File: config.mk
export PLATFORM = sky130hd
export DESIGN_NAME = sorted_timer_queue_top
export DESIGN_NICKNAME = d
export VERILOG_FILES = /design/src/hdl/stq_pkg.sv /design/src/hdl/stq_cell.sv /design/src/hdl/sorted_timer_queue_top.sv
export SDC_FILE = /design/constraint.sdc
export NUM_CORES = 2
export LEC_CHECK = 0
export BUFFER_PORTS_ARGS = -buffer_cell sky130_fd_sc_hd__buf_2
export CORE_ASPECT_RATIO = 0.8
export CORE_MARGIN = 2
export CORE_UTILIZATION = 65
export CTS_CLUSTER_DIAMETER = 100
export DETAILED_ROUTE_END_ITERATION = 8
export PLACE_DENSITY = 0.93
export SYNTH_ARGS = -nofsm -noshare
export SYNTH_HDL_FRONTEND = slang
export SYNTH_HIERARCHICAL = 1
export SYNTH_SLANG_ARGS = --single-unit
File: constraint.sdc
create_clock -name i_clk -period 16.6 [get_ports i_clk]
set_input_delay 3.32 -clock i_clk [delete_from_list [all_inputs] [get_ports i_clk]]
set_output_delay 3.32 -clock i_clk [all_outputs]
set_load 0.05 [all_outputs]
File: src/hdl/stq_pkg.sv
// Shared types, codes and default parameters of the sorted timer queue.
package stq_pkg;

    localparam int DEF_CAPACITY  = 16;
    localparam int DEF_ID_BITS   = 8;
    localparam int DEF_TIME_BITS = 32;

    localparam int ID_FIELD_BITS   = 8;
    localparam int TIME_FIELD_BITS = 32;

    typedef enum logic [1:0] {
        CMD_ADD    = 2'd0,
        CMD_ADJUST = 2'd1,
        CMD_DELETE = 2'd2,
        CMD_TICK   = 2'd3
    } t_cmd;

    typedef enum logic [2:0] {
        ST_OK       = 3'd0,
        ST_EXPIRED  = 3'd1,
        ST_NONE     = 3'd2,
        ST_FULL     = 3'd3,
        ST_NOTFOUND = 3'd4,
        ST_DUP      = 3'd5
    } t_status;

    typedef enum logic [1:0] {
        CELL_HOLD   = 2'd0,
        CELL_INSERT = 2'd1,
        CELL_REMOVE = 2'd2,
        CELL_POP    = 2'd3
    } t_cell_op;

    typedef enum logic [1:0] {
        S_IDLE   = 2'd0,
        S_EXEC   = 2'd1,
        S_INSERT = 2'd2,
        S_TICK   = 2'd3
    } t_state;

    typedef struct packed {
        t_cmd                       cmd;
        logic [ID_FIELD_BITS-1:0]   timer_id;
        logic [TIME_FIELD_BITS-1:0] expire_time;
        logic [TIME_FIELD_BITS-1:0] now_time;
    } t_in_item;

    typedef struct packed {
        t_status                  status;
        logic [ID_FIELD_BITS-1:0] expired_id;
        logic                     last;
    } t_out_item;

endpackage

File: src/hdl/stq_cell.sv
// One slot of the timer chain: holds an entry and moves it to or from its neighbors.
module stq_cell #(
    parameter int ID_BITS   = stq_pkg::DEF_ID_BITS,
    parameter int TIME_BITS = stq_pkg::DEF_TIME_BITS
) (
    input  logic                 i_clk,
    input  logic                 i_rst_n,
    input  stq_pkg::t_cell_op    i_op,
    input  logic [ID_BITS-1:0]   i_key_id,
    input  logic [TIME_BITS-1:0] i_key_time,
    input  logic                 i_left_le,
    input  logic                 i_left_valid,
    input  logic [ID_BITS-1:0]   i_left_id,
    input  logic [TIME_BITS-1:0] i_left_time,
    input  logic                 i_right_valid,
    input  logic [ID_BITS-1:0]   i_right_id,
    input  logic [TIME_BITS-1:0] i_right_time,
    input  logic                 i_hit_in,
    output logic                 o_valid,
    output logic [ID_BITS-1:0]   o_id,
    output logic [TIME_BITS-1:0] o_time,
    output logic                 o_le,
    output logic                 o_hit,
    output logic                 o_hit_out
);

    logic                 r_valid;
    logic [ID_BITS-1:0]   r_id;
    logic [TIME_BITS-1:0] r_time;
    logic                 n_valid;
    logic [ID_BITS-1:0]   n_id;
    logic [TIME_BITS-1:0] n_time;

    assign o_valid   = r_valid;
    assign o_id      = r_id;
    assign o_time    = r_time;
    assign o_le      = r_valid && (r_time <= i_key_time);
    assign o_hit     = r_valid && (r_id == i_key_id);
    assign o_hit_out = i_hit_in | o_hit;

    always_comb begin
        n_valid = r_valid;
        n_id    = r_id;
        n_time  = r_time;
        case (i_op)
            stq_pkg::CELL_INSERT: begin
                if (!o_le) begin
                    if (i_left_le) begin
                        n_valid = 1'b1;
                        n_id    = i_key_id;
                        n_time  = i_key_time;
                    end else begin
                        n_valid = i_left_valid;
                        n_id    = i_left_id;
                        n_time  = i_left_time;
                    end
                end
            end
            stq_pkg::CELL_REMOVE: begin
                if (o_hit_out) begin
                    n_valid = i_right_valid;
                    n_id    = i_right_id;
                    n_time  = i_right_time;
                end
            end
            stq_pkg::CELL_POP: begin
                n_valid = i_right_valid;
                n_id    = i_right_id;
                n_time  = i_right_time;
            end
            default: begin
            end
        endcase
    end

    always_ff @(posedge i_clk) begin
        if (!i_rst_n) begin
            r_valid <= 1'b0;
        end else begin
            r_valid <= n_valid;
        end
    end

    always_ff @(posedge i_clk) begin
        r_id   <= n_id;
        r_time <= n_time;
    end

endmodule

File: src/hdl/sorted_timer_queue_top.sv
// Top level of the sorted timer queue: command sequencer, cell chain and result register.
//
//  channel | direction | valid       | ready       | payload
//  --------+-----------+-------------+-------------+----------------------
//  in      | input     | i_in_valid  | o_in_ready  | i_in  (t_in_item)
//  out     | output    | o_out_valid | i_out_ready | o_out (t_out_item)
//
// Add and delete make one pass over the chain; adjust makes a remove pass, then an insert pass.
// Tick pops each due entry from the head, one entry a cycle while the result register is free.
// Every entry moves at most one cell per cycle; each pass updates all cells of the chain at once.
// A full result register stalls the sequencer until the result transaction completes.
// Synchronous reset empties the queue at once.
module sorted_timer_queue_top #(
    parameter int CAPACITY  = stq_pkg::DEF_CAPACITY,
    parameter int ID_BITS   = stq_pkg::DEF_ID_BITS,
    parameter int TIME_BITS = stq_pkg::DEF_TIME_BITS
) (
    input  logic               i_clk,
    input  logic               i_rst_n,
    input  logic               i_in_valid,
    output logic               o_in_ready,
    input  stq_pkg::t_in_item  i_in,
    output logic               o_out_valid,
    input  logic               i_out_ready,
    output stq_pkg::t_out_item o_out
);

    stq_pkg::t_state      r_state;
    stq_pkg::t_state      n_state;
    stq_pkg::t_cmd        r_cmd;
    logic [ID_BITS-1:0]   r_key_id;
    logic [TIME_BITS-1:0] r_key_time;
    logic                 r_out_valid;
    stq_pkg::t_out_item   r_out;

    logic                 w_accept;
    logic                 w_out_free;
    stq_pkg::t_cell_op    w_cell_op;
    logic                 w_emit;
    stq_pkg::t_status     w_status;
    logic                 w_emit_last;
    logic                 w_any_hit;
    logic                 w_full;

    logic [CAPACITY-1:0]  w_valid;
    logic [CAPACITY-1:0]  w_le;
    logic [CAPACITY-1:0]  w_hit;
    logic [CAPACITY-1:0]  w_hit_chain;
    logic [ID_BITS-1:0]   w_id   [CAPACITY];
    logic [TIME_BITS-1:0] w_time [CAPACITY];

    logic [CAPACITY-1:0]  w_left_le;
    logic [CAPACITY-1:0]  w_left_valid;
    logic [ID_BITS-1:0]   w_left_id    [CAPACITY];
    logic [TIME_BITS-1:0] w_left_time  [CAPACITY];
    logic [CAPACITY-1:0]  w_right_valid;
    logic [ID_BITS-1:0]   w_right_id   [CAPACITY];
    logic [TIME_BITS-1:0] w_right_time [CAPACITY];
    logic [CAPACITY-1:0]  w_hit_in;

    assign o_in_ready  = (r_state == stq_pkg::S_IDLE);
    assign w_accept    = i_in_valid && o_in_ready;
    assign w_out_free  = !r_out_valid || i_out_ready;
    assign w_any_hit   = w_hit_chain[CAPACITY-1];
    assign w_full      = w_valid[CAPACITY-1];
    assign o_out_valid = r_out_valid;
    assign o_out       = r_out;

    for (genvar gi = 0; gi < CAPACITY; gi++) begin : g_cell
        if (gi == 0) begin : g_head
            assign w_left_le[gi]    = 1'b1;
            assign w_left_valid[gi] = 1'b0;
            assign w_left_id[gi]    = r_key_id;
            assign w_left_time[gi]  = r_key_time;
            assign w_hit_in[gi]     = 1'b0;
        end else begin : g_body
            assign w_left_le[gi]    = w_le[gi-1];
            assign w_left_valid[gi] = w_valid[gi-1];
            assign w_left_id[gi]    = w_id[gi-1];
            assign w_left_time[gi]  = w_time[gi-1];
            assign w_hit_in[gi]     = w_hit_chain[gi-1];
        end
        if (gi == CAPACITY - 1) begin : g_tail
            assign w_right_valid[gi] = 1'b0;
            assign w_right_id[gi]    = w_id[gi];
            assign w_right_time[gi]  = w_time[gi];
        end else begin : g_inner
            assign w_right_valid[gi] = w_valid[gi+1];
            assign w_right_id[gi]    = w_id[gi+1];
            assign w_right_time[gi]  = w_time[gi+1];
        end

        stq_cell #(
            .ID_BITS   (ID_BITS),
            .TIME_BITS (TIME_BITS)
        ) u_cell (
            .i_clk         (i_clk),
            .i_rst_n       (i_rst_n),
            .i_op          (w_cell_op),
            .i_key_id      (r_key_id),
            .i_key_time    (r_key_time),
            .i_left_le     (w_left_le[gi]),
            .i_left_valid  (w_left_valid[gi]),
            .i_left_id     (w_left_id[gi]),
            .i_left_time   (w_left_time[gi]),
            .i_right_valid (w_right_valid[gi]),
            .i_right_id    (w_right_id[gi]),
            .i_right_time  (w_right_time[gi]),
            .i_hit_in      (w_hit_in[gi]),
            .o_valid       (w_valid[gi]),
            .o_id          (w_id[gi]),
            .o_time        (w_time[gi]),
            .o_le          (w_le[gi]),
            .o_hit         (w_hit[gi]),
            .o_hit_out     (w_hit_chain[gi])
        );
    end

    always_comb begin
        n_state = r_state;
        case (r_state)
            stq_pkg::S_IDLE: begin
                if (w_accept) begin
                    n_state = stq_pkg::S_EXEC;
                end
            end
            stq_pkg::S_EXEC: begin
                if (w_out_free) begin
                    if (r_cmd == stq_pkg::CMD_ADJUST && w_any_hit) begin
                        n_state = stq_pkg::S_INSERT;
                    end else if (r_cmd == stq_pkg::CMD_TICK && w_le[0] && w_le[1]) begin
                        n_state = stq_pkg::S_TICK;
                    end else begin
                        n_state = stq_pkg::S_IDLE;
                    end
                end
            end
            stq_pkg::S_INSERT: begin
                if (w_out_free) begin
                    n_state = stq_pkg::S_IDLE;
                end
            end
            stq_pkg::S_TICK: begin
                if (w_out_free && !w_le[1]) begin
                    n_state = stq_pkg::S_IDLE;
                end
            end
            default: begin
                n_state = stq_pkg::S_IDLE;
            end
        endcase
    end

    always_comb begin
        w_cell_op   = stq_pkg::CELL_HOLD;
        w_emit      = 1'b0;
        w_status    = stq_pkg::ST_OK;
        w_emit_last = 1'b1;
        case (r_state)
            stq_pkg::S_EXEC: begin
                if (w_out_free) begin
                    case (r_cmd)
                        stq_pkg::CMD_ADD: begin
                            w_emit = 1'b1;
                            if (w_any_hit) begin
                                w_status = stq_pkg::ST_DUP;
                            end else if (w_full) begin
                                w_status = stq_pkg::ST_FULL;
                            end else begin
                                w_cell_op = stq_pkg::CELL_INSERT;
                            end
                        end
                        stq_pkg::CMD_ADJUST: begin
                            if (w_any_hit) begin
                                w_cell_op = stq_pkg::CELL_REMOVE;
                            end else begin
                                w_emit   = 1'b1;
                                w_status = stq_pkg::ST_NOTFOUND;
                            end
                        end
                        stq_pkg::CMD_DELETE: begin
                            w_emit = 1'b1;
                            if (w_any_hit) begin
                                w_cell_op = stq_pkg::CELL_REMOVE;
                            end else begin
                                w_status = stq_pkg::ST_NOTFOUND;
                            end
                        end
                        stq_pkg::CMD_TICK: begin
                            w_emit = 1'b1;
                            if (w_le[0]) begin
                                w_cell_op   = stq_pkg::CELL_POP;
                                w_status    = stq_pkg::ST_EXPIRED;
                                w_emit_last = !w_le[1];
                            end else begin
                                w_status = stq_pkg::ST_NONE;
                            end
                        end
                        default: begin
                        end
                    endcase
                end
            end
            stq_pkg::S_INSERT: begin
                if (w_out_free) begin
                    w_cell_op = stq_pkg::CELL_INSERT;
                    w_emit    = 1'b1;
                end
            end
            stq_pkg::S_TICK: begin
                if (w_out_free) begin
                    w_cell_op   = stq_pkg::CELL_POP;
                    w_emit      = 1'b1;
                    w_status    = stq_pkg::ST_EXPIRED;
                    w_emit_last = !w_le[1];
                end
            end
            default: begin
            end
        endcase
    end

    always_ff @(posedge i_clk) begin
        if (!i_rst_n) begin
            r_state     <= stq_pkg::S_IDLE;
            r_out_valid <= 1'b0;
        end else begin
            r_state <= n_state;
            if (w_emit) begin
                r_out_valid <= 1'b1;
            end else if (i_out_ready) begin
                r_out_valid <= 1'b0;
            end
        end
    end

    always_ff @(posedge i_clk) begin
        if (w_accept) begin
            r_cmd    <= i_in.cmd;
            r_key_id <= ID_BITS'(i_in.timer_id);
            if (i_in.cmd == stq_pkg::CMD_TICK) begin
                r_key_time <= TIME_BITS'(i_in.now_time);
            end else begin
                r_key_time <= TIME_BITS'(i_in.expire_time);
            end
        end
        if (w_emit) begin
            r_out.status     <= w_status;
            r_out.expired_id <= (w_status == stq_pkg::ST_EXPIRED)
                                ? stq_pkg::ID_FIELD_BITS'(w_id[0]) : '0;
            r_out.last       <= w_emit_last;
        end
    end

    a_valid_prefix: assert property (@(posedge i_clk) disable iff (!i_rst_n)
        ((w_valid >> 1) & ~w_valid) == '0)
        else $error("occupied cells are not contiguous from the head");

    a_sorted_prefix: assert property (@(posedge i_clk) disable iff (!i_rst_n)
        ((w_le >> 1) & ~w_le) == '0)
        else $error("cell chain is out of expiry order");

    a_unique_id: assert property (@(posedge i_clk) disable iff (!i_rst_n)
        $onehot0(w_hit))
        else $error("timer id held by more than one cell");

    a_tick_due: assert property (@(posedge i_clk) disable iff (!i_rst_n)
        (r_state == stq_pkg::S_TICK) |-> w_le[0])
        else $error("tick drain with no due entry at the head");

    a_busy_after_accept: assert property (@(posedge i_clk) disable iff (!i_rst_n)
        w_accept |=> (!o_in_ready && !$stable(r_state)))
        else $error("sequencer did not start on an accepted transaction");

endmodule
After elaboration in Yosys (flattened, before gate mapping). Index checks and enable logic that the tools add are counted.

Output and inout port bits: 14. Word-level logic and storage cells: 436. Register bits: 713. Input port bits: 78.

Order comparisons: 16. Multiplexer cells: 220. Equal/unequal tests: 63. Reductions and logical operators: 65. Bitwise gates (word level): 16.

Operator list (number): $mux W32 (46); $pmux W32 S3 (15); $le A32 B32 Y1 (16); $mux W8 (45); $pmux W8 S3 (15); $eq A8 B8 Y1 (16); $mux W1 (60); $pmux W1 S3 (16); $reduce_and A3 Y1 (16); $ne A2 B2 Y1 const B (20); $logic_and A1 B1 Y1 (37); $ne A2 B1 Y1 const B (16); $mux W2 (12); $or A1 B1 Y1 (15); $eq A2 B2 Y1 const B (7); $pmux W2 S3 (2); $mux W3 (3); $pmux W3 S3 (1); $pmux W2 S4 (1); $eq A2 B1 Y1 const B (3); $pmux W1 S2 (3); $pmux W3 S2 (1); $logic_not A2 Y1 (2); $reduce_and A4 Y1 (1); other kinds (9) (11).

Depth between registers and ports, before layout.
Depth in word-level cells: 24. Mapped depth: 27. Gate-level depth less buffers: 27.

By module. The synthesis kept the hierarchy.

Modules (own cells, without submodules): stq_cell (g_cell[0].u_cell ...) (area an instance 3037.9 um^2, instances 15, cells an instance 313); stq_cell (g_cell[14].u_cell) (area an instance 3056.7 um^2, instances 1, cells an instance 314); sorted_timer_queue_top (area an instance 2471.1 um^2, instances 1, cells an instance 156).

Least setup slack after synthesis. OpenSTA, ideal clock, no wires.

Kind: flip-flop to flip-flop. Start point: register r_key_id[6]. End point: register g_cell[1].u_cell.r_id[0], enable pin. Setup slack: 4148 ps. Arrival time: 11959 ps. Setup time: 493 ps. Stages on the path, launching flop included: 25. Data required time: 16107 ps. Cell sequence: edfxtp_1 xnor2_1 nand4_1 nor4_2 or2_2 or2_2 or2_2 or2_2 or2_2 or2_2 or2_2 or2_2 or2_2 or2_2 or2_2 or2_2 or2_2 or2_2 or2_2 or2_2 nor3b_1 o21ai_0 a21oi_1 inv_1 o21ai_0.

Word-level cells in the longest chain between the ends: 24. Elaborated cells on any way between the ends: 59. Those cells by class: eq/ne: 21; mux: 5; bitwise: 15; reduce/logical: 18.

Ends and longest elaborated chain: from (decl) (line sorted_timer_queue_top.sv:31) `logic [ID_BITS-1:0] r_key_id;`; from (signal assigned) (line sorted_timer_queue_top.sv:240) `r_key_id <= ID_BITS'(i_in.timer_id);`; $eq A8 B8 Y1 (*) (line stq_cell.sv:38) `assign o_hit = r_valid && (r_id == i_key_id);`; $logic_and A1 B1 Y1 (*) (line stq_cell.sv:38); named net w_hit[0] (line sorted_timer_queue_top.sv:47) `logic [CAPACITY-1:0] w_hit;`; $or A1 B1 Y1 (*) (line stq_cell.sv:39) `assign o_hit_out = i_hit_in | o_hit;`; named net w_hit_chain[1] (line sorted_timer_queue_top.sv:48) `logic [CAPACITY-1:0] w_hit_chain;`; $or A1 B1 Y1 (*) (line stq_cell.sv:39); named net w_hit_chain[2] (line sorted_timer_queue_top.sv:48); $or A1 B1 Y1 (*) (line stq_cell.sv:39); named net w_hit_chain[3] (line sorted_timer_queue_top.sv:48); [... 1 more ...]; named net w_hit_chain[4] (line sorted_timer_queue_top.sv:48); [... 1 more ...]; named net w_hit_chain[5] (line sorted_timer_queue_top.sv:48); [... 1 more ...]; named net w_hit_chain[6] (line sorted_timer_queue_top.sv:48); [... 1 more ...]; named net w_hit_chain[7] (line sorted_timer_queue_top.sv:48); [... 1 more ...]; named net w_hit_chain[8] (line sorted_timer_queue_top.sv:48); [... 1 more ...]; named net w_hit_chain[9] (line sorted_timer_queue_top.sv:48); [... 1 more ...]; named net w_hit_chain[10] (line sorted_timer_queue_top.sv:48); [... 1 more ...]; named net w_hit_chain[11] (line sorted_timer_queue_top.sv:48); [... 1 more ...]; named net w_hit_chain[12] (line sorted_timer_queue_top.sv:48); [... 1 more ...]; named net w_hit_chain[13] (line sorted_timer_queue_top.sv:48); [... 1 more ...]; named net w_hit_chain[14] (line sorted_timer_queue_top.sv:48); [... 1 more ...]; named net w_any_hit (line sorted_timer_queue_top.sv:42) `logic w_any_hit;`; $mux W1 (*) (line sorted_timer_queue_top.sv:165) `if (w_any_hit) begin`; $pmux W2 S3 (*) (line sorted_timer_queue_top.sv:162) `case (r_cmd)`; $mux W2 (*) (line sorted_timer_queue_top.sv:161) `if (w_out_free) begin`; $pmux W2 S3 (*) (line sorted_timer_queue_top.sv:159) `case (r_state)`; named net w_cell_op[0] (line sorted_timer_queue_top.sv:38) `stq_pkg::t_cell_op w_cell_op;`; $eq A2 B2 Y1 (tied with other cells) (line stq_cell.sv:45) `case (i_op)`; $ne A2 B1 Y1 (no line) (tied with other cells); $reduce_and A3 Y1 (no line) (*); to (signal assigned) (line stq_cell.sv:85) `r_id <= n_id;`; to (decl) (line stq_cell.sv:28) `logic [ID_BITS-1:0] r_id;`.

The timed path passes the listed nets; every way through them passes the cells marked *. A chain may end at the register's enable or synchronous reset.

Worst setup path after layout.
Start point: register r_key_id[3]. End point: register g_cell[11].u_cell.r_id[7] (data pin).

Word-level cells in the longest chain between the ends: 23. Elaborated cells on any way between the ends: 56. Those cells by class: eq/ne: 19; mux: 6; bitwise: 15; reduce/logical: 16.

Ends and longest elaborated chain: $eq A8 B8 Y1 (*) (line stq_cell.sv:38); $logic_and A1 B1 Y1 (*) (line stq_cell.sv:38); named net w_hit[0] (line sorted_timer_queue_top.sv:47); $or A1 B1 Y1 (*) (line stq_cell.sv:39); named net w_hit_chain[1] (line sorted_timer_queue_top.sv:48); $or A1 B1 Y1 (*) (line stq_cell.sv:39); named net w_hit_chain[2] (line sorted_timer_queue_top.sv:48); $or A1 B1 Y1 (*) (line stq_cell.sv:39); named net w_hit_chain[3] (line sorted_timer_queue_top.sv:48); [... 1 more ...]; named net w_hit_chain[4] (line sorted_timer_queue_top.sv:48); [... 1 more ...]; named net w_hit_chain[5] (line sorted_timer_queue_top.sv:48); [... 1 more ...]; named net w_hit_chain[6] (line sorted_timer_queue_top.sv:48); [... 1 more ...]; named net w_hit_chain[7] (line sorted_timer_queue_top.sv:48); [... 1 more ...]; named net w_hit_chain[8] (line sorted_timer_queue_top.sv:48); [... 1 more ...]; named net w_hit_chain[9] (line sorted_timer_queue_top.sv:48); [... 1 more ...]; named net w_hit_chain[10] (line sorted_timer_queue_top.sv:48); [... 1 more ...]; named net w_hit_chain[11] (line sorted_timer_queue_top.sv:48); [... 1 more ...]; named net w_hit_chain[12] (line sorted_timer_queue_top.sv:48); [... 1 more ...]; named net w_hit_chain[13] (line sorted_timer_queue_top.sv:48); [... 1 more ...]; named net w_hit_chain[14] (line sorted_timer_queue_top.sv:48); [... 1 more ...]; named net w_any_hit (line sorted_timer_queue_top.sv:42); $mux W2 (*) (line sorted_timer_queue_top.sv:174, sorted_timer_queue_top.sv:183); $pmux W2 S3 (*) (line sorted_timer_queue_top.sv:162); $mux W2 (*) (line sorted_timer_queue_top.sv:161); $pmux W2 S3 (*) (line sorted_timer_queue_top.sv:159); named net w_cell_op[1] (line sorted_timer_queue_top.sv:38); $eq A2 B2 Y1 (tied with other cells); $pmux W8 S3 (*) (line stq_cell.sv:45); named net g_cell[11].u_cell.n_id[7] (line stq_cell.sv:31) `logic [ID_BITS-1:0] n_id;`; to (signal assigned) (line stq_cell.sv:85); to (decl) (line stq_cell.sv:28).

Marks and branches as above.

==> metrics.md <==
| Metric | Value |
|---|---|
| P_leak | 20.2 nW |
| Post-synth ARST share | 0% |
| CTS tree | done |
| Post-synth cell types | 56 |
| Clk pin slew, worst setup/hold paths | 0.07 ns |
| Complex-gate fraction of the synthesized area | 13.1% |
| Post-Synth Simple-Gate Area | 11.0% |
| CP max stage delay | 0.60 ns |
| Top_reg_cell synth | edfxtp_1 |
| Synth area leader | edfxtp_1 |
| NetSw | 1.39 mW |
| Overall power | 4.73 mW |
| Detail Placement HPWL | 93,200 µm |
| Layout area overhead | 7.97% |
| Clk pwr share | 35.4% |
| CTS sink count | 713 |
| Total wire length | 145,000 µm |
| Cell Area, Synth | 0.0511 mm² |
| Number of buffers created by CTS | 73 |
| VDD IR-drop max | 0.0811 mV |
| YS warnings | 6 |
| Slew @ Worst Pin | 1.38 ns |
| #FFs+latches synth | 713 |
| Worst-Skew Late Latency | 0.64 ns |
| Setup Skew | 0.0291 ns |
| Die area | 0.0809 mm² |
| Final setup TNS | 0 ns |
| Tmin final | 9.66 ns |
| Fin area | 0.0552 mm² |
| Cells after DPL | 6,134 |
| Worst hold slack | 0.601 ns |
| Max Fclk | 104 MHz |
| GRT Total Usage | 35.0% |
| Setup WS post-layout | 6.94 ns |
| Buffers plus inverters on the worst setup path | 5 |
| I/O Buffers | 91 |
| Crit path max fanout | 311 |
| Dominant cells by area after synthesis | edfxtp_1 41%, mux2i_1 13%, ha_1 13% |
| Top-area cell type share of the netlist area | 40.8% |
| Initial antenna violation count | 2 |
| Required time of the critical path | 16.92 ns |
| Post-CTS Hold Fix Bufs | 0 |
| Tcrit/Tclk final | 58.2% |
| Slowest cell on the critical path | buf_4 |
| Final Net Count | 5,779 |
| Top cells by count, synth | 758 x nand2_1, 705 x o21ai_0, 694 x edfxtp_1 |
| Fillers | 4,645 |
| Hold Vio Cnt, Final | 0 |
| Global-route wire length before repair | 228,000 µm |
| Fin. max-slew vios | 0 |
| Post-synthesis sequential area ratio | 41.5% |
| Initial core utilization | 66.0% |
| Routability cong. | 0.891 |
| Main combinational cell family by area after synthesis | multiplexers |
| Remaining antenna violation count after routing | 0 |
| Vias in the first global route | 41.8k |
| Sw Ratio | 29.4% |
| Comb power frac | 18.7% |
| Cell repeated most along the worst path | or2_2 |
| CTS Buffer Depth | 3 |
| XOR/XNOR Fraction of Synth Area | 2.19% |
| Post-synth EDFFs | 694 |
| RSZ-0062 raised after global routing | false |
| Adder-cell share of the synthesized area | 12.6% |
| Row cnt | 91 |
| Setup crit start kind | register |
| Most frequent cell after synthesis | nand2_1 |
| Finished Core Util | 71.3% |
| Post-CTS setup buffers | 0 |
| Congestion Overflow GR | 0 |
| Drt drc | 0 |
| Setup violations, final | 0 |
| CTS HTree Levels | 3 |
| Slew HR | 7.20% |
| Final Non-Filler Cells | 6,264 |
| Syn avg cell area | 9.89 µm² |
| Pre-Repair DR Iteration Count | 9 |
| Proportion of layout cells with a drive suffix above 1 | 7.86% |
| Max Cap Violations | 0 |
| Via density | 6.88 |
| CP delay by family, top | simple AND/OR/NAND/NOR gates |
| Core Footprint | 0.0774 mm² |
| Die height | 255 µm |
| Reg power frac | 45.9% |
| Width of the die | 317 µm |
| Post_cts resized | 0 |
| Largest net degree at the start of global routing | 316 |
| Critical path arrival | 9.98 ns |
| Detailed Route Iter0 Violations | 7,283 |
| Multiplexer area fraction after synthesis | 13.6% |
| CTS root buf | clkbuf_16 |
| Io pins | 92 |
| Gate Count Post-Synth | 5,165 |
| Setup WS pre-CTS | 7.24 ns |
| Worst Setup Path Type | reg2reg |
| Via count | 43.1k |
| Worst Hold Class | reg2reg |
| Wire length per cell | 23.1 µm |
| Dpl cell area | 0.0529 mm² |
| Power per cell area | 85.7 mW/mm² |
| Internal power component | 3.34 mW |
| Status | finished clean |
| Worst Setup End Kind | register |
cells by family after synthesis:
| family | after synthesis |
|---|---|
| buffers and inverters | 797 |
| DFF | 713 |
| AOI/OAI and AO/OA | 1167 |
| and+or+nand+nor | 1155 |
| adders and majority gates | 515 |
| xor gates and xnor gates | 128 |
| other | 2 |
| muxes | 688 |
registers in the layout (all words and copies together), names as in the netlist:
name                   count
g_cell.u_cell/o_time     512
g_cell.u_cell/o_valid     16
r_cmd                      2
o_out_valid                1
g_cell.u_cell/o_id       128
o_out                     12
r_key_time                32
r_key_id                   8
r_state                    2
cell type report:
cell class,count,area [µm²],area share (%)
multi-input combinational,3659,27100,49.1
sequential,713,21200,38.5
inverter,567,2130,3.86
clock buffer,106,2120,3.84
tap,1023,1280,2.32
timing repair buffer,172,1110,2.02
clock inverter,23,195,0.354
antenna,1,2.50,0.00454
placed cells by master (no fill, tap or decap), types with 17 or more instances in the layout:
cell type and n:
ha_1 515, xnor2_1 112, nor4_2 20, o21ai_0 690, mux2i_1 656, nor3_1 18
nand3_1 64, a211oi_1 62, mux2_2 32, a21oi_1 210, nor2_1 33, o32a_1 17
buf_2 91, clkbuf_16 77, dfxtp_1 19, inv_1 566, nand2_1 758, nor2b_1 48
clkbuf_1 21, edfxtp_1 694, nand4_1 129, o21a_1 34, a221oi_1 17, buf_4 77
worst min-delay path, cell delays in order (launching register included):
cell and delay (ns):
edfxtp_1 0.37, nand2_1 0.06, o21ai_0 0.06
final timing paths:
path,startpoint,end,slack [ns],cells past startpoint
hold / removal,g_cell[6].u_cell/o_time[20],g_cell[5].u_cell/o_time[20],0.60,2
setup reg to reg,r_key_id[3],g_cell[11].u_cell/o_id[7],6.94,29
setup / recovery,r_key_id[3],g_cell[11].u_cell/o_id[7],6.94,29
hold reg to reg,g_cell[6].u_cell/o_time[20],g_cell[5].u_cell/o_time[20],0.60,2
per-layer routing:
metal | global-route usage [%] | routed length (µm)
met3 | 8.66 | 18700
met5 | 0 | 14
met1 | 46.6 | 55000
met4 | 12.5 | 5540
met2 | 55.8 | 65700
power by group through the flow:
| stage | combinational (mW) | clock, mW | sequential (mW) |
|---|---|---|---|
| detailed placement | 0.820 | 0 | 2.20 |
| finish | 0.884 | 1.67 | 2.17 |
| global route | 0.955 | 1.73 | 2.17 |
| CTS | 0.853 | 1.67 | 2.17 |
| global placement | 0.757 | 0 | 2.20 |
| floorplan | 0.548 | 0 | 2.23 |
Note: power is estimated with default switching activity, not from simulation.
